### config.mk
export PLATFORM = sky130hd
export DESIGN_NAME = base64_stream_codec_core_flat
export DESIGN_NICKNAME = d
export VERILOG_FILES = /design/src/rtl/core/b64sc_pkg.sv /design/src/rtl/core/b64sc_if.sv /design/src/rtl/core/b64sc_front.sv /design/src/rtl/core/b64sc_queue.sv /design/src/rtl/core/b64sc_back.sv /design/src/rtl/core/base64_stream_codec_core.sv /design/src/flat_wrapper.sv
export VERILOG_INCLUDE_DIRS = /design/src /design/src/rtl/core
export SDC_FILE = /design/constraint.sdc
export NUM_CORES = 1
export LEC_CHECK = 0
export BUFFER_PORTS_ARGS = -buffer_cell sky130_fd_sc_hd__buf_2
export CAP_MARGIN = 20
export CORE_ASPECT_RATIO = 1.4
export CORE_UTILIZATION = 23
export DETAILED_ROUTE_END_ITERATION = 8
export PLACE_DENSITY = 0.35
export SLEW_MARGIN = 20
export SYNTH_ARGS = -nofsm -noshare
export SYNTH_HDL_FRONTEND = slang
export SYNTH_HIERARCHICAL = 1
export SYNTH_SLANG_ARGS = --single-unit
### constraint.sdc
create_clock -name clock -period 3.1 [get_ports clock]
set_clock_uncertainty 0.15 [all_clocks]
set_input_delay 0.62 -clock clock [delete_from_list [all_inputs] [get_ports clock]]
set_output_delay 0.62 -clock clock [all_outputs]
set_load 0.03 [all_outputs]
### src/rtl/core/base64_stream_codec_core_macros.svh
// Assertion macros shared by the Base64 stream codec core.
// Expects a clock named clock and an active-high reset named reset in scope.
`ifndef BASE64_STREAM_CODEC_CORE_MACROS_SVH
`define BASE64_STREAM_CODEC_CORE_MACROS_SVH

// Property that must hold on every edge out of reset.
`define B64SC_ASSERT(label, prop, msg) \
   label: assert property (@(posedge clock) disable iff (reset) (prop)) else $error(msg);

// Same-cycle implication, out of reset.
`define B64SC_ASSERT_IMPL(label, ante, cons, msg) \
   label: assert property (@(posedge clock) disable iff (reset) (ante) |-> (cons)) \
      else $error(msg);

`endif

### src/rtl/core/b64sc_pkg.sv
// Package for the Base64 stream codec: job type, job kinds, character codes
// and the alphabet mapping functions. No dependencies.
package b64sc_pkg;

   localparam int unsigned QUEUE_DEPTH = 2;
   localparam int unsigned QPTR_W = (QUEUE_DEPTH > 1) ? $clog2(QUEUE_DEPTH) : 1;
   localparam int unsigned QCNT_W = $clog2(QUEUE_DEPTH + 1);

   // job kinds handed from the front to the back
   localparam logic [1:0] JOB_ENC = 2'd0;
   localparam logic [1:0] JOB_DEC = 2'd1;
   localparam logic [1:0] JOB_ERR = 2'd2;

   localparam logic [7:0] CHAR_PAD   = 8'h3D;
   localparam logic [7:0] CHAR_UC_A  = 8'h41;
   localparam logic [7:0] CHAR_UC_Z  = 8'h5A;
   localparam logic [7:0] CHAR_LC_A  = 8'h61;
   localparam logic [7:0] CHAR_LC_Z  = 8'h7A;
   localparam logic [7:0] CHAR_DIG_0 = 8'h30;
   localparam logic [7:0] CHAR_DIG_9 = 8'h39;
   localparam logic [7:0] CHAR_PLUS  = 8'h2B;
   localparam logic [7:0] CHAR_SLASH = 8'h2F;

   // num: encode - index of the last alphabet char (rest are pads);
   //      decode - number of bytes minus one
   typedef struct packed {
      logic [1:0]  kind;
      logic [23:0] word;
      logic [1:0]  num;
      logic        last;
   } job_type;

   // unknown characters, pad included, map to zero
   function automatic logic [5:0] sextet_of(input logic [7:0] c);
      logic [7:0] t;
      t = 8'd0;
      if (c >= CHAR_UC_A && c <= CHAR_UC_Z) begin
         t = c - CHAR_UC_A;
      end else if (c >= CHAR_LC_A && c <= CHAR_LC_Z) begin
         t = c - CHAR_LC_A + 8'd26;
      end else if (c >= CHAR_DIG_0 && c <= CHAR_DIG_9) begin
         t = c - CHAR_DIG_0 + 8'd52;
      end else if (c == CHAR_PLUS) begin
         t = 8'd62;
      end else if (c == CHAR_SLASH) begin
         t = 8'd63;
      end
      return t[5:0];
   endfunction

   function automatic logic [7:0] alpha_char(input logic [5:0] s);
      logic [7:0] w;
      logic [7:0] c;
      w = {2'b00, s};
      if (w < 8'd26) begin
         c = CHAR_UC_A + w;
      end else if (w < 8'd52) begin
         c = CHAR_LC_A + w - 8'd26;
      end else if (w < 8'd62) begin
         c = CHAR_DIG_0 + w - 8'd52;
      end else if (w == 8'd62) begin
         c = CHAR_PLUS;
      end else begin
         c = CHAR_SLASH;
      end
      return c;
   endfunction

endpackage

### src/rtl/core/b64sc_if.sv
// Valid/ready channel interfaces for the Base64 stream codec.
// Request carries one input beat, response one result beat. No dependencies.
interface b64sc_req_if;
   logic       valid;
   logic       ready;
   logic [7:0] in_byte;
   logic       in_last;

   modport source (output valid, output in_byte, output in_last, input ready);
   modport sink   (input valid, input in_byte, input in_last, output ready);
endinterface

interface b64sc_rsp_if;
   logic       valid;
   logic       ready;
   logic [7:0] out_byte;
   logic       out_last;
   logic       out_error;

   modport source (output valid, output out_byte, output out_last, output out_error,
                   input ready);
   modport sink   (input valid, input out_byte, input out_last, input out_error,
                   output ready);
endinterface

### src/rtl/core/b64sc_front.sv
// Front end: accepts request beats, gathers groups/quads and issues jobs.
// Depends on b64sc_pkg, b64sc_req_if and the core macro header.
`include "base64_stream_codec_core_macros.svh"

module b64sc_front import b64sc_pkg::*; (
   input  logic        clock,
   input  logic        reset,
   b64sc_req_if.sink   req_chan,
   input  logic        csr_we,
   input  logic        csr_wdata,
   output logic        push,
   output job_type     push_job,
   input  logic        queue_ready
);

   logic        mode_ff;
   logic [23:0] group_accum_ff, group_accum_in;
   logic [1:0]  group_count_ff, group_count_in;
   logic [1:0]  pad_count_ff, pad_count_in;

   logic        accept;
   logic [7:0]  b;
   logic        last;
   logic [23:0] enc_accum;
   logic [2:0]  enc_cnt;
   logic [23:0] dec_accum;
   logic [1:0]  dec_pad;

   assign req_chan.ready = queue_ready;
   assign accept = req_chan.valid && queue_ready;
   assign b      = req_chan.in_byte;
   assign last   = req_chan.in_last;

   assign enc_accum = {group_accum_ff[15:0], b};
   assign enc_cnt   = {1'b0, group_count_ff} + 3'd1;
   assign dec_accum = {group_accum_ff[17:0], sextet_of(b)};
   assign dec_pad   = (b != CHAR_PAD)         ? 2'd0 :
                      (pad_count_ff == 2'd3)  ? 2'd3 : pad_count_ff + 2'd1;

   always_comb begin
      group_accum_in = group_accum_ff;
      group_count_in = group_count_ff;
      pad_count_in   = pad_count_ff;
      push           = 1'b0;
      push_job       = '0;
      if (accept) begin
         if (!mode_ff) begin
            if (enc_cnt < 3'd3 && !last) begin
               group_accum_in = enc_accum;
               group_count_in = enc_cnt[1:0];
            end else begin
               push          = 1'b1;
               push_job.kind = JOB_ENC;
               push_job.num  = enc_cnt[1:0];
               push_job.last = last;
               // left-align a partial group, zero-filled
               case (enc_cnt[1:0])
                  2'd1:    push_job.word = {enc_accum[7:0], 16'h0000};
                  2'd2:    push_job.word = {enc_accum[15:0], 8'h00};
                  default: push_job.word = enc_accum;
               endcase
               group_accum_in = '0;
               group_count_in = '0;
               pad_count_in   = '0;
            end
         end else if (group_count_ff != 2'd3) begin
            if (last) begin
               push           = 1'b1;
               push_job.kind  = JOB_ERR;
               push_job.last  = 1'b1;
               group_accum_in = '0;
               group_count_in = '0;
               pad_count_in   = '0;
            end else begin
               group_accum_in = dec_accum;
               group_count_in = group_count_ff + 2'd1;
               pad_count_in   = dec_pad;
            end
         end else begin
            push          = 1'b1;
            push_job.word = dec_accum;
            push_job.last = last;
            if (!last) begin
               push_job.kind = JOB_DEC;
               push_job.num  = 2'd2;
            end else if (dec_pad == 2'd3) begin
               push_job.kind = JOB_ERR;
               push_job.word = '0;
            end else begin
               push_job.kind = JOB_DEC;
               push_job.num  = 2'd2 - dec_pad;
            end
            group_accum_in = '0;
            group_count_in = '0;
            pad_count_in   = '0;
         end
      end
      // mode write restarts the group
      if (csr_we) begin
         group_accum_in = '0;
         group_count_in = '0;
         pad_count_in   = '0;
      end
   end

   always_ff @(posedge clock) begin
      if (reset) begin
         mode_ff        <= 1'b0;
         group_accum_ff <= '0;
         group_count_ff <= '0;
         pad_count_ff   <= '0;
      end else begin
         if (csr_we) begin
            mode_ff <= csr_wdata;
         end
         group_accum_ff <= group_accum_in;
         group_count_ff <= group_count_in;
         pad_count_ff   <= pad_count_in;
      end
   end

   `B64SC_ASSERT_IMPL(a_enc_count, !mode_ff, group_count_ff != 2'd3, "encode group overran")
   `B64SC_ASSERT(a_pad_le_count, pad_count_ff <= group_count_ff, "pad count exceeds quad fill")

endmodule

### src/rtl/core/b64sc_queue.sv
// Short job queue between the front and back ends of the Base64 codec.
// Depends on b64sc_pkg and the core macro header.
`include "base64_stream_codec_core_macros.svh"

module b64sc_queue import b64sc_pkg::*; (
   input  logic    clock,
   input  logic    reset,
   input  logic    push,
   input  job_type push_job,
   output logic    ready,
   input  logic    pop,
   output logic    head_valid,
   output job_type head_job
);

   job_type            entries_ff [QUEUE_DEPTH];
   logic [QPTR_W-1:0]  wr_ptr_ff, wr_ptr_in;
   logic [QPTR_W-1:0]  rd_ptr_ff, rd_ptr_in;
   logic [QCNT_W-1:0]  count_ff, count_in;
   logic               push_ok;
   logic               pop_ok;

   function automatic logic [QPTR_W-1:0] next_ptr(input logic [QPTR_W-1:0] p);
      return (p == QPTR_W'(QUEUE_DEPTH - 1)) ? '0 : p + QPTR_W'(1);
   endfunction

   assign ready      = (count_ff != QCNT_W'(QUEUE_DEPTH));
   assign head_valid = (count_ff != '0);
   assign head_job   = entries_ff[rd_ptr_ff];
   assign push_ok    = push && ready;
   assign pop_ok     = pop && head_valid;

   always_comb begin
      wr_ptr_in = push_ok ? next_ptr(wr_ptr_ff) : wr_ptr_ff;
      rd_ptr_in = pop_ok  ? next_ptr(rd_ptr_ff) : rd_ptr_ff;
      count_in  = count_ff;
      case ({push_ok, pop_ok})
         2'b10:   count_in = count_ff + QCNT_W'(1);
         2'b01:   count_in = count_ff - QCNT_W'(1);
         default: count_in = count_ff;
      endcase
   end

   always_ff @(posedge clock) begin
      if (push_ok) begin
         entries_ff[wr_ptr_ff] <= push_job;
      end
   end

   always_ff @(posedge clock) begin
      if (reset) begin
         wr_ptr_ff <= '0;
         rd_ptr_ff <= '0;
         count_ff  <= '0;
      end else begin
         wr_ptr_ff <= wr_ptr_in;
         rd_ptr_ff <= rd_ptr_in;
         count_ff  <= count_in;
      end
   end

   `B64SC_ASSERT(a_count_range, count_ff <= QCNT_W'(QUEUE_DEPTH), "job queue count out of range")
   `B64SC_ASSERT_IMPL(a_no_overflow, push, ready, "job pushed into a full queue")

endmodule

### src/rtl/core/b64sc_back.sv
// Back end: expands queued jobs into result beats, one per cycle while rsp_chan is ready,
// through a registered output stage. Depends on b64sc_pkg, b64sc_rsp_if and macros.
`include "base64_stream_codec_core_macros.svh"

module b64sc_back import b64sc_pkg::*; (
   input  logic        clock,
   input  logic        reset,
   input  logic        head_valid,
   input  job_type     head_job,
   output logic        pop,
   b64sc_rsp_if.source rsp_chan
);

   logic [1:0] idx_ff, idx_in;
   logic       rsp_valid_ff;
   logic [7:0] byte_ff;
   logic       last_ff;
   logic       err_ff;

   logic       load;
   logic       final_beat;
   logic [7:0] res_byte;
   logic       res_last;
   logic       res_err;
   logic [5:0] sx;
   logic [7:0] dec_byte;

   assign load = head_valid && (!rsp_valid_ff || rsp_chan.ready);
   assign pop  = load && final_beat;

   always_comb begin
      case (idx_ff)
         2'd0:    sx = head_job.word[23:18];
         2'd1:    sx = head_job.word[17:12];
         2'd2:    sx = head_job.word[11:6];
         default: sx = head_job.word[5:0];
      endcase
      case (idx_ff)
         2'd0:    dec_byte = head_job.word[23:16];
         2'd1:    dec_byte = head_job.word[15:8];
         default: dec_byte = head_job.word[7:0];
      endcase
   end

   always_comb begin
      unique case (head_job.kind)
         JOB_ENC: begin
            res_byte   = (idx_ff <= head_job.num) ? alpha_char(sx) : CHAR_PAD;
            final_beat = (idx_ff == 2'd3);
            res_last   = head_job.last && final_beat;
            res_err    = 1'b0;
         end
         JOB_DEC: begin
            res_byte   = dec_byte;
            final_beat = (idx_ff == head_job.num);
            res_last   = head_job.last && final_beat;
            res_err    = 1'b0;
         end
         default: begin
            res_byte   = 8'h00;
            final_beat = 1'b1;
            res_last   = 1'b1;
            res_err    = 1'b1;
         end
      endcase
   end

   always_comb begin
      idx_in = idx_ff;
      if (load) begin
         idx_in = final_beat ? 2'd0 : idx_ff + 2'd1;
      end
   end

   always_ff @(posedge clock) begin
      if (reset) begin
         idx_ff       <= '0;
         rsp_valid_ff <= 1'b0;
      end else begin
         idx_ff <= idx_in;
         if (load) begin
            rsp_valid_ff <= 1'b1;
         end else if (rsp_chan.ready) begin
            rsp_valid_ff <= 1'b0;
         end
      end
   end

   always_ff @(posedge clock) begin
      if (load) begin
         byte_ff <= res_byte;
         last_ff <= res_last;
         err_ff  <= res_err;
      end
   end

   assign rsp_chan.valid     = rsp_valid_ff;
   assign rsp_chan.out_byte  = byte_ff;
   assign rsp_chan.out_last  = last_ff;
   assign rsp_chan.out_error = err_ff;

   `B64SC_ASSERT_IMPL(a_job_held, idx_ff != 2'd0, head_valid, "job left mid-expansion")
   `B64SC_ASSERT_IMPL(a_err_is_last, rsp_valid_ff && err_ff, last_ff, "error beat not last")

endmodule

### src/rtl/core/base64_stream_codec_core.sv
// Base64 stream codec (standard alphabet). In encode mode (csr_wdata 0) each group of three
// bytes, or the shorter final group of a message, leaves as four characters with '=' padding;
// in decode mode (csr_wdata 1) each quad of characters leaves as up to three bytes, and a
// message that ends inside a quad or with three or more pads gives a single error beat.
// Unknown characters decode as zero. A request beat is taken every cycle while the two-entry
// job queue has room; results leave one per cycle from the back end while rsp_chan is ready,
// so the sustained rate is set by the single-wide result port: four result beats per three
// bytes when encoding, three per four characters when decoding. Results pass the job queue,
// then the output stage. Write csr only while the core is idle; a write restarts the group.
// Depends on b64sc_pkg, b64sc_if, b64sc_front, b64sc_queue and b64sc_back.
module base64_stream_codec_core import b64sc_pkg::*; (
   input  logic        clock,
   input  logic        reset,
   b64sc_req_if.sink   req_chan,
   b64sc_rsp_if.source rsp_chan,
   input  logic        csr_we,
   input  logic        csr_wdata
);

   logic    push;
   job_type push_job;
   logic    queue_ready;
   logic    pop;
   logic    head_valid;
   job_type head_job;

   b64sc_front u_front (
      .clock       (clock),
      .reset       (reset),
      .req_chan    (req_chan),
      .csr_we      (csr_we),
      .csr_wdata   (csr_wdata),
      .push        (push),
      .push_job    (push_job),
      .queue_ready (queue_ready)
   );

   b64sc_queue u_queue (
      .clock      (clock),
      .reset      (reset),
      .push       (push),
      .push_job   (push_job),
      .ready      (queue_ready),
      .pop        (pop),
      .head_valid (head_valid),
      .head_job   (head_job)
   );

   b64sc_back u_back (
      .clock      (clock),
      .reset      (reset),
      .head_valid (head_valid),
      .head_job   (head_job),
      .pop        (pop),
      .rsp_chan   (rsp_chan)
   );

endmodule
### src/flat_wrapper.sv
// flat-port wrapper written by rule: the top's interface ports become plain ports
module base64_stream_codec_core_flat import b64sc_pkg::*;
  (clock, reset, csr_we, csr_wdata, req_chan_valid, req_chan_in_byte, req_chan_in_last, req_chan_ready, rsp_chan_valid, rsp_chan_out_byte, rsp_chan_out_last, rsp_chan_out_error, rsp_chan_ready);
  b64sc_req_if req_chan_i ();
  b64sc_rsp_if rsp_chan_i ();
  input  logic clock;
  input  logic reset;
  input  logic csr_we;
  input  logic csr_wdata;
  input wire logic [$bits(req_chan_i.valid)-1:0] req_chan_valid;
  input wire logic [$bits(req_chan_i.in_byte)-1:0] req_chan_in_byte;
  input wire logic [$bits(req_chan_i.in_last)-1:0] req_chan_in_last;
  output wire logic [$bits(req_chan_i.ready)-1:0] req_chan_ready;
  output wire logic [$bits(rsp_chan_i.valid)-1:0] rsp_chan_valid;
  output wire logic [$bits(rsp_chan_i.out_byte)-1:0] rsp_chan_out_byte;
  output wire logic [$bits(rsp_chan_i.out_last)-1:0] rsp_chan_out_last;
  output wire logic [$bits(rsp_chan_i.out_error)-1:0] rsp_chan_out_error;
  input wire logic [$bits(rsp_chan_i.ready)-1:0] rsp_chan_ready;
  assign req_chan_i.valid = req_chan_valid;
  assign req_chan_i.in_byte = req_chan_in_byte;
  assign req_chan_i.in_last = req_chan_in_last;
  assign req_chan_ready = req_chan_i.ready;
  assign rsp_chan_valid = rsp_chan_i.valid;
  assign rsp_chan_out_byte = rsp_chan_i.out_byte;
  assign rsp_chan_out_last = rsp_chan_i.out_last;
  assign rsp_chan_out_error = rsp_chan_i.out_error;
  assign rsp_chan_i.ready = rsp_chan_ready;
  base64_stream_codec_core u_core (.clock(clock), .reset(reset), .req_chan(req_chan_i), .rsp_chan(rsp_chan_i), .csr_we(csr_we), .csr_wdata(csr_wdata));
endmodule
* Word-level counts from Yosys, hierarchy flattened
Memory sizes are Yosys's and may differ from the RTL's. A register that Yosys moved wholly into a read port is not among the register bits. Cells that the tools add are included.
Cells by class: $add $sub $neg 19, order comparisons 11, eq/ne operators 18, muxes and demuxes 59, reduce and logical (&&, ||, !) cells 22
Operators by type and width (number):
- $mux 18 | 4
- $mux 29 | 2
- $mux 24 | 2
- $pmux 24 s2 | 1
- $mux 2 | 17
- $mux 8 | 4
- $pmux 8 s2 | 2
- $mux 6 | 5
- $mux 27 | 1
- $mux 26 | 1
- $pmux 6 s3 | 1
- $add 7x6->8 const A | 2
- $eq 8x6->1 const B | 2
- $ge 8x7->1 const B | 2
- $le 8x7->1 const B | 2
- $mux 1 | 15
- $eq 2x2->1 const B | 6
- $lt 6x6->1 const B | 2
- $sub 6x6->6 const B | 2
- $logic_and 1x1->1 | 11
- $add 2x1->2 const B | 4
- $eq 2x1->1 const B | 4
- $ge 8x6->1 const B | 1
- $le 8x6->1 const B | 1
- 26 further kinds | 35
Word-level totals: register bits 40, RAM bits 58, bits of input ports 15, output and inout port bits 12, logic and storage cells 142, memories kept 1
Memories:
- u_core.u_queue.entries_ff | depth 2, bits a word 29, rd ports 1, clocked after Yosys merged registers in 1, write ports 1, RTL line b64sc_queue.sv:16 | job_type entries_ff [QUEUE_DEPTH];

* Logic depth before layout (Yosys ltp)
Gate-level depths: netlist of run 1.
depth in word-level cells 11, depth in mapped cells 13, depth with buffers taken out 10

* Modules after synthesis
Netlist of run 1, hierarchy kept.
Modules (own cells, without submodules):
- b64sc_queue | instances 1, cells each 114, area each 2308.5 um^2, seq. area each 1841.8 um^2
- b64sc_front | instances 1, cells each 314, area each 2200.9 um^2, seq. area each 460.4 um^2
- b64sc_back | instances 1, cells each 167, area each 1327.5 um^2, seq. area each 360.3 um^2

* Worst setup path after synthesis of run 1
OpenSTA, ideal clock, no wires.
path type register to register, from register (tool-made name), to register u_core.u_back.byte_ff[2] (netlist: u_core/u_back/rsp_chan.out_byte[2]) (data pin), setup time 0.259 ns, arrival time 2.587 ns, data required time 2.691 ns, setup slack 0.104 ns, cell stages (with the launch flop) 13, path buffers 3, clock period less this slack 2.996 ns, path through dfxtp_1 > buf_2 > buf_4 > mux2_2 > a21oi_1 > a32o_1 > inv_2 > ha_1 > buf_1 > a31oi_2 > o21ai_2 > o311a_1 > o31a_1
RTL lines:
- end signal: assignment | RTL line b64sc_back.sv:91 | byte_ff <= res_byte;
- end: declaration | RTL line b64sc_back.sv:16 | logic [7:0] byte_ff;

==> impl_results.md, run 1 <==
* Status: finished clean
* Final setup fails at 0
* Fin crit share at 92.6%
* Later-pin clock latency in the skew report at 0.35 ns
* CP Data Arrival Time at 3.01 ns
* Worst Setup Slack, final at 0.229 ns
* Maximum vdd ir drop at 0.000253 V
* Register area share after synthesis at 45.6%
* Clock root buffer: clkbuf_16
* Nets at 666
* CTS Buffer Depth at 2
* Cell variety after synth at 73
* Worst hold slack at 0.350 ns
* Total grt overflow at 0
* Cell row count at 68
* Via count at 4741
* # DRC at 0
* Die height at 190 µm
* Dpl cells at 931
* Cell area power density at 506 nW/µm²
* Top post-synthesis cells by area: edfxtp_1 (35%), dfxtp_1 (11%), mux2_2 (5.6%), ha_1 (5.1%), a21oi_1 (4.6%)
* Initial antenna violation count at 0
* Hpwl dp at 12900 µm
* CTS Buf Count at 9
* Most common cell after layout, fill and taps aside: edfxtp_1
* Startpoint types: flip-flop
* Main synth FF type: edfxtp_1
* Storage cell area at 2660 µm²
* N_diodes at 0
* Worst Min Path Start: u_core/u_back/rsp_chan.valid
* Initial core utilization at 23.6%
* Fraction of layout cells with a size suffix above 1 at 19.5%
* Tot GR Track Use at 13.7%
* Post-synthesis cell count at 595
* Clock sinks at 99
* CTS tree: built
* Area of the core at 24800 µm²
* Largest net degree at the start of global routing at 30
* Area of the multi-input gates at 2880 µm²
* Maximum clock frequency at 348 MHz
* CP Data Required Time at 3.24 ns
* Max-cap violations at 0
* Slew @ Worst Pin at 0.602 ns
* Synthesized Nets at 634
* Ys async rst share at 0%
* Post-CTS resize count at 0
* Critical path class: flip-flop to flip-flop
* Vias in the first global route at 4695
* Worst-path clk slew at 0.07 ns
* Synth warn at 6
* Die W at 137 µm
* Via density at 5.01
* Static Leakage at 2.34 nW
* Setup Slack @ Placement at 0.206 ns
* Synth area leader: edfxtp_1
* Routed Antenna Nets at 0
* Worst min path class: flip-flop to flip-flop
* Post-Layout Cell Count at 947
* PortBufs at 26
* Area delta synth->final at 15.1%
* Mapped Area at 5840 µm²
* Min cycle time layout at 2.87 ns
* Detailed Routing Iterations Pass 1 at 5
* Placed cell areas at 6420 µm²
* Die Area at 26000 µm²
* Routed WL at 17100 µm
* Post-synth top area share at 35.0%
* Hold_buf cts at 0
* WL/cell at 18.1 µm
* RSZ-0062 raised after global routing: false
* Slew HR at 59.7%
* Number of synthesized register bits at 99
* First-pass GRT wire length at 26700 µm
* Post-route cell area at 6720 µm²
* Number of synthesized flops with an enable pin at 68
* Final Max Slew Viols at 0
* Final Wtd Congestion at 0.849
* Setup TNS at 0 ns
* Number of DRC markers in iteration 0 at 259
* # H-tree levels at 3
* Max FO, Critical Path at 29
* Fillers at 2597
* Top Ports at 27
* Nature of the critical path endpoint: flip-flop
* Setup Buffers After CTS at 0
* Most frequent cells in the layout: edfxtp_1 (68), nand2_1 (56), a21oi_1 (54), nor2_1 (54), o21ai_0 (36)
* Hold Vio Cnt, Final at 0
* Post-Syn Area per Cell at 9.81 µm²
-- cell families (layout without fill, tap and decap cells) --
family | count (synthesis) | in the layout | synth area share [%]
and+or+nand+nor | 180 | 180 | 14.4
AOI/OAI and AO/OA | 188 | 188 | 22.3
buffers and inverters | 64 | 101 | 5.25
adders and majority gates | 24 | 24 | 5.14
xor gates and xnor gates | 9 | 9 | 1.35
DFF | 99 | 99 | 45.6
muxes | 31 | 31 | 5.94
-- synth_stat cells, drive strengths merged (16+ instances only) --
cell type,n
edfxtp,68
nand2,57
a21oi,54
nor2,54
o21ai,42
dfxtp,31
mux2,29
inv,28
ha,24
clkbuf,20
nor3,20
buf,16
-- through the flow --
| step | utilization [%] | total power [W] |
|---|---|---|
| 2_1_floorplan | - | 0.00204 |
| 3_5_place_dp | 25.9 | 0.00227 |
| 4_1_cts | 27.1 | 0.00345 |
| 5_1_grt | 27.1 | 0.00357 |
| 6_report | 27.1 | 0.00340 |
| 3_3_place_gp | 25.9 | 0.00229 |
-- flip-flops by register name, summed over array words and instances (netlist names), named ones only --
register                          flops
u_core/u_back/idx_ff                  2
u_core/u_back/rsp_chan.out_byte       8
u_core/u_back/rsp_chan.out_error      1
u_core/u_back/rsp_chan.out_last       1
u_core/u_back/rsp_chan.valid          1
u_core/u_front/group_accum_ff        18
u_core/u_front/group_count_ff         2
u_core/u_front/mode_ff                1
u_core/u_front/pad_count_ff           2
u_core/u_queue/count_ff               2
u_core/u_queue/entries_ff            58
u_core/u_queue/rd_ptr_ff              1
u_core/u_queue/wr_ptr_ff              1
-- final cells by class --
type,instances,area share [%]
inverters,28,1.56
flip-flops and latches,99,39.6
repair buffers,57,5.59
well taps,315,5.87
multi-input cells,432,42.9
clock inverters,6,1.06
clock buffers,10,3.41
-- critical path, stage by stage, from the launching register on --
cell and delay [ns]:
dfxtp_1 0.36, buf_12 0.20, mux2_2 0.36, ha_1 0.32
a311oi_1 0.37, nor2_1 0.08, o21a_1 0.14, ha_1 0.31
or3_1 0.36, a21oi_1 0.16
-- where the power goes --
group          total (W)  switching [W]  leakage, nW  internal [W]
clock            0.00116       0.000526        0.140      0.000636
combinational   0.000712       0.000457         1.33      0.000255
sequential       0.00153      0.0000368        0.864       0.00149
total            0.00340        0.00102         2.34       0.00238
-- worst paths after layout --
kind,endpoint,slack [ns],cells past startpoint
worst max register to register,u_core/u_queue/count_ff[1],0.23,9
worst min register to register,u_core/u_back/rsp_chan.valid,0.35,2
worst max-delay path,u_core/u_queue/count_ff[1],0.23,9
worst min-delay path,u_core/u_back/rsp_chan.valid,0.35,2
-- routing by layer --
layer	wire, µm	vias up	global-route usage (%)	part of all wire [%]
li1	-	2292	-	-
met1	7180	2295	15.5	42
met2	8760	120	24.4	51
met3	594	34	2.21	3.5
met4	609	0	7.01	3.6
met5	0	-	0	0
(Power assumes the default switching activity.)
==> run 2, diff against run 1 <==
- BUFFER_PORTS_ARGS: -buffer_cell sky130_fd_sc_hd__buf_2 -> unset
- DONT_BUFFER_PORTS: unset -> 1
- PLACE_DENSITY: 0.35 -> 0.34
==> impl_results.md, run 2 (synthesized netlist as in run 1, its figures left out) <==
* Status: finished clean
* Worst min path class: input port to flip-flop
* Routed WL at 17300 µm (+0.67%)
* Routed Antenna Nets at 0 (unchanged)
* Slowest CP cell: a222oi_1
* Min cycle time layout at 2.87 ns (-0.00249 ns)
* WL/cell at 18.9 µm (+4.5%)
* Largest net degree at the start of global routing at 30 (unchanged)
* Via density at 5.06 (+1.0%)
* Clock root buffer: clkbuf_16
* Area delta synth->final at 12.1%
* Power, Total at 0.00340 W (-0.10%)
* # DRC at 0 (unchanged)
* Slew HR at 45.8% (-14 points)
* Startpoint types: flip-flop
* Fraction of layout cells with a size suffix above 1 at 14.9% (-4.6 points)
* Hpwl dp at 12800 µm (-0.95%)
* Fillers at 2599 (+0.077%)
* Maximum clock frequency at 349 MHz (about the same)
* Crit path max-delay family: compound AO/OA/AOI/OAI gates
* First-pass GRT wire length at 26500 µm (-0.46%)
* Cell row count at 68 (unchanged)
* Initial core utilization at 23.6% (unchanged)
* # H-tree levels at 3 (unchanged)
* Biggest register: u_core/u_queue/entries_ff
* Area of the core at 24800 µm² (unchanged)
* CTS Buffer Depth at 2 (unchanged)
* Most frequent cells in the layout: edfxtp_1 (68), nand2_1 (56), a21oi_1 (54), nor2_1 (53), o21ai_0 (36)
* Cell area power density at 519 nW/µm² (+2.6%)
* N_diodes at 0 (unchanged)
* Max FO, Critical Path at 29 (unchanged)
* Setup TNS at 0 ns (unchanged)
* RSZ-0062 raised after global routing: false
* Top Ports at 27 (unchanged)
* CP Data Arrival Time at 2.83 ns (-0.18 ns)
* Setup Buffers After CTS at 0 (unchanged)
* Worst path max stage delay at 0.43 ns (+0.06 ns)
* Maximum vdd ir drop at 0.000282 V (+12%)
* Slew @ Worst Pin at 0.814 ns (+0.212 ns)
* CP Data Required Time at 3.06 ns (-0.18 ns)
* Critical path class: flip-flop to flip-flop
* Hold Vio Cnt, Final at 0 (unchanged)
* Final Max Slew Viols at 0 (unchanged)
* Via count at 4612 (-2.7%)
* Initial antenna violation count at 0 (unchanged)
* Total grt overflow at 0 (unchanged)
* CTS Buf Count at 9 (unchanged)
* Vias in the first global route at 4562 (-2.8%)
* CP Buf/Inv Count at 2 (+1)
* Static Leakage at 2.21 nW (-5.5%)
* Nature of the critical path endpoint: flip-flop
* Max reg flops at 58 (unchanged)
* Die height at 190 µm (unchanged)
* Nets at 631 (-5.3%)
* Worst hold slack at 0.171 ns (-0.179 ns)
* Die Area at 26000 µm² (unchanged)
* Most common cell after layout, fill and taps aside: edfxtp_1
* Later-pin clock latency in the skew report at 0.36 ns (about the same)
* Die W at 137 µm (unchanged)
* Detailed Routing Iterations Pass 1 at 5 (unchanged)
* Number of DRC markers in iteration 0 at 254 (-1.9%)
* PortBufs at 0 (-100%)
* Fin crit share at 92.5% (about the same)
* Tot GR Track Use at 13.8% (+0.063 points)
* Critical-path cell list: buf_12 > mux2_2 > a222oi_1 > o21ai_2 > inv_2 > ha_1 > o221ai_1 > o311a_1 > o31a_1
* CTS tree: built
* Clock sinks at 99 (unchanged)
* Final setup fails at 0 (unchanged)
* Final Wtd Congestion at 0.832 (-1.9%)
* Max-cap violations at 0 (unchanged)
* R2R Setup Slk at 0.23 ns (about the same)
* Worst-path clk slew at 0.07 ns (about the same)
-- run 2: changes by cell type in the layout (fill, tap and decap cells not counted), sizes merged --
cell / previous run / this run
buf: 57 / 22
clkinvlp: 2 / 0
clkbuf: 10 / 12
-- run 2: report_power, final --
| part | switching (W) | internal, W |
|---|---|---|
| sequential | 0.0000824 | 0.00149 |
| combinational | 0.000382 | 0.000232 |
| clock | 0.000504 | 0.000704 |
-- run 2: area by class of cell --
type / count / area (µm²) / share of cell area (%)
inverters: 28 / 105 / 1.61
clock inverters: 4 / 53.8 / 0.822
well taps: 315 / 394 / 6.02
repair buffers: 22 / 178 / 2.72
clock buffers: 12 / 268 / 4.09
flip-flops and latches: 99 / 2660 / 40.7
multi-input cells: 432 / 2880 / 44.0
-- run 2: metrics by stage --
step                      instance area, µm²  instances  setup slack, ns  utilization (%)
final                                   6540        912            0.232             26.4
after CTS                               6540        912            0.164             26.4
after detailed placement                6220        896            0.196             25.1
after global routing                    6540        912           0.0348             26.4
after global placement                  6220        896            0.232             25.1
after floorplan                         5840        595            0.104                -
-- run 2: worst reg2reg max path, stage by stage, from the launching register on --
cell and delay [ns]:
dfxtp_1 0.36, buf_12 0.21, mux2_2 0.39, a222oi_1 0.43, o21ai_2 0.11, inv_2 0.08
ha_1 0.23, o221ai_1 0.20, o311a_1 0.18, o31a_1 0.28
-- run 2: routing by layer --
layer	global-route usage (%)	wire length, µm	vias to the layer above
met4	6.92	476	0
met1	16.2	7360	2263
li1	-	-	2217
met3	2.05	482	31
met2	24.0	8940	101
met5	0	0	-
-- run 2: path summary, 6_finish.rpt --
kind,startpoint,endpoint,depth (start not counted)
min reg2reg,u_core/u_front/group_count_ff[1],u_core/u_front/group_count_ff[1],2
max,flip-flop,u_core/u_back/rsp_chan.out_byte[2],9
max reg2reg,flip-flop,u_core/u_back/rsp_chan.out_byte[2],9
min,reset,u_core/u_queue/wr_ptr_ff,1
-- run 2: what timing repair did --
item,CTS,global route
gates resized for setup,0,1
endpoints found under the setup margin,0,2
hold endpoints to repair,0,0
hold buffers,0,0
==> run 3, diff against run 2 <==
- PLACE_DENSITY: 0.34 -> unset
==> impl_results.md, run 3 (synthesized netlist as in run 1, its figures left out) <==
* Status: finished clean
* Total grt overflow at 0 (unchanged)
* Routing usage on met1 at 11.8% (-4.4 points)
* Fraction of layout cells with a size suffix above 1 at 13.8% (-1.1 points)
* Most frequent cells in the layout: edfxtp_1 (68), nand2_1 (56), a21oi_1 (54), nor2_1 (54), o21ai_0 (36)
* Max FO, Critical Path at 29 (unchanged)
* Die height at 190 µm (unchanged)
* Static Leakage at 2.17 nW (-2.0%)
* CTS tree: built
* RSZ-0062 raised after global routing: false
* Cell row count at 68 (unchanged)
* Hold Vio Cnt, Final at 0 (unchanged)
* CP Data Arrival Time at 2.99 ns (+0.16 ns)
* Later-pin clock latency in the skew report at 0.35 ns (about the same)
* Final Wtd Congestion at 0.901 (+8.3%)
* Clock sinks at 99 (unchanged)
* Nature of the critical path endpoint: flip-flop
* # H-tree levels at 3 (unchanged)
* Via density at 5.04 (-0.32%)
* Hold_buf cts at 0 (unchanged)
* Worst min path class: input port to flip-flop
* Routed WL at 14500 µm (-16%)
* Setup Buffers After CTS at 0 (unchanged)
* Startpoint types: flip-flop
* Fin crit share at 92.3% (-0.27 points)
* Tot GR Track Use at 11.5% (-2.3 points)
* N_diodes at 0 (unchanged)
* GR peak layer: met2
* # DRC at 0 (unchanged)
* Detailed Routing Iterations Pass 1 at 5 (unchanged)
* Critical-path cell list: buf_12 > mux2_2 > ha_1 > a311oi_1 > nor2_1 > o21a_1 > ha_1 > or3_1 > a21oi_1
* Setup TNS at 0 ns (unchanged)
* Final Max Slew Viols at 0 (unchanged)
* Number of DRC markers in iteration 0 at 355 (+40%)
* First-pass GRT wire length at 23100 µm (-13%)
* Worst path max stage delay at 0.37 ns (-0.06 ns)
* Dpl cells at 892 (-0.45%)
* GR Util met2 at 21.4% (-2.6 points)
* CTS Buffer Depth at 2 (unchanged)
* Hpwl dp at 10900 µm (-15%)
* Cell area power density at 494 nW/µm² (-4.9%)
* Clock root buffer: clkbuf_16
* Die Area at 26000 µm² (unchanged)
* Max-cap violations at 0 (unchanged)
* Maximum vdd ir drop at 0.000367 V (+30%)
* Initial antenna violation count at 0 (unchanged)
* Area delta synth->final at 11.0%
* Top Ports at 27 (unchanged)
* Slew HR at 45.8% (+0.059 points)
* Max reg flops at 58 (unchanged)
* Most common cell after layout, fill and taps aside: edfxtp_1
* Min cycle time layout at 2.86 ns (-0.00830 ns)
* Area of the core at 24800 µm² (unchanged)
* Post-Layout Cell Count at 908 (-0.44%)
* Vias in the first global route at 4428 (-2.9%)
* Crit path max-delay family: compound AO/OA/AOI/OAI gates
* Slew @ Worst Pin at 0.813 ns (-0.000885 ns)
* Nets at 627 (-0.63%)
* Initial core utilization at 23.6% (unchanged)
* GR Util met3 at 1.20% (-0.85 points)
* Biggest register: u_core/u_queue/entries_ff
* PortBufs at 0 (unchanged)
* WL/cell at 15.9 µm (-16%)
* Largest net degree at the start of global routing at 30 (unchanged)
* CP Buf/Inv Count at 1 (-1)
* Most repeated library cell on the critical path: ha_1
* Routed Antenna Nets at 0 (unchanged)
* Maximum clock frequency at 350 MHz (+0.29%)
* Post-CTS resize count at 0 (unchanged)
* CTS Buf Count at 9 (unchanged)
* Worst-path clk slew at 0.07 ns (about the same)
* Final setup fails at 0 (unchanged)
* Via count at 4577 (-0.76%)
* Slowest CP cell: a311oi_1
* Critical path class: flip-flop to flip-flop
* CP Data Required Time at 3.23 ns (+0.17 ns)
* Die W at 137 µm (unchanged)
==> run 3: changes by cell type in the layout (fill, tap and decap cells not counted), sizes merged <==
cell	delta
buf	-4
clkinv	+2
bufinv	-1
clkinvlp	+1
inv	-1
clkbuf	-1
==> run 3: cell type report <==
cell class,instances,area (µm²)
timing repair buffer,18,168
clock buffer,11,233
tap,315,394
sequential,99,2660
fill,2583,18300
inverter,28,105
clock inverter,5,37.5
multi-input combinational,432,2880
==> run 3: power breakdown <==
group	leakage (nW)	internal [W]	switching (W)
Combinational	1.17	0.000228	0.000362
Clock	0.128	0.000549	0.000490
Sequential	0.864	0.00149	0.0000788
Total	2.17	0.00227	0.000931
==> run 3: stage by stage <==
stage | hold slack (ns) | power (W) | util, % | setup WS, ns | area (µm²)
2_1_floorplan | 0.315 | 0.00204 | - | 0.104 | 5840
3_3_place_gp | 0.333 | 0.00218 | 25.0 | 0.310 | 6180
3_5_place_dp | 0.338 | 0.00219 | 25.1 | 0.249 | 6210
4_1_cts | 0.165 | 0.00323 | 26.2 | 0.218 | 6480
5_1_grt | 0.163 | 0.00335 | 26.2 | 0.0757 | 6480
6_report | 0.175 | 0.00320 | 26.2 | 0.240 | 6480
==> run 3: per-layer routing <==
metal / routed length (µm) / vias up
met4: 777 / 0
met1: 5650 / 2231
met5: 0 / -
met2: 7710 / 98
li1: - / 2214
met3: 308 / 34
==> run 3: worst paths after layout <==
kind,startpoint,end,slack [ns],cells past startpoint
max reg2reg,flip-flop,u_core/u_queue/count_ff[1],0.24,9
min reg2reg,u_core/u_front/group_count_ff[1],u_core/u_front/group_count_ff[1],0.35,2
max,flip-flop,u_core/u_queue/count_ff[1],0.24,9
min,reset,u_core/u_back/rsp_chan.valid,0.17,1
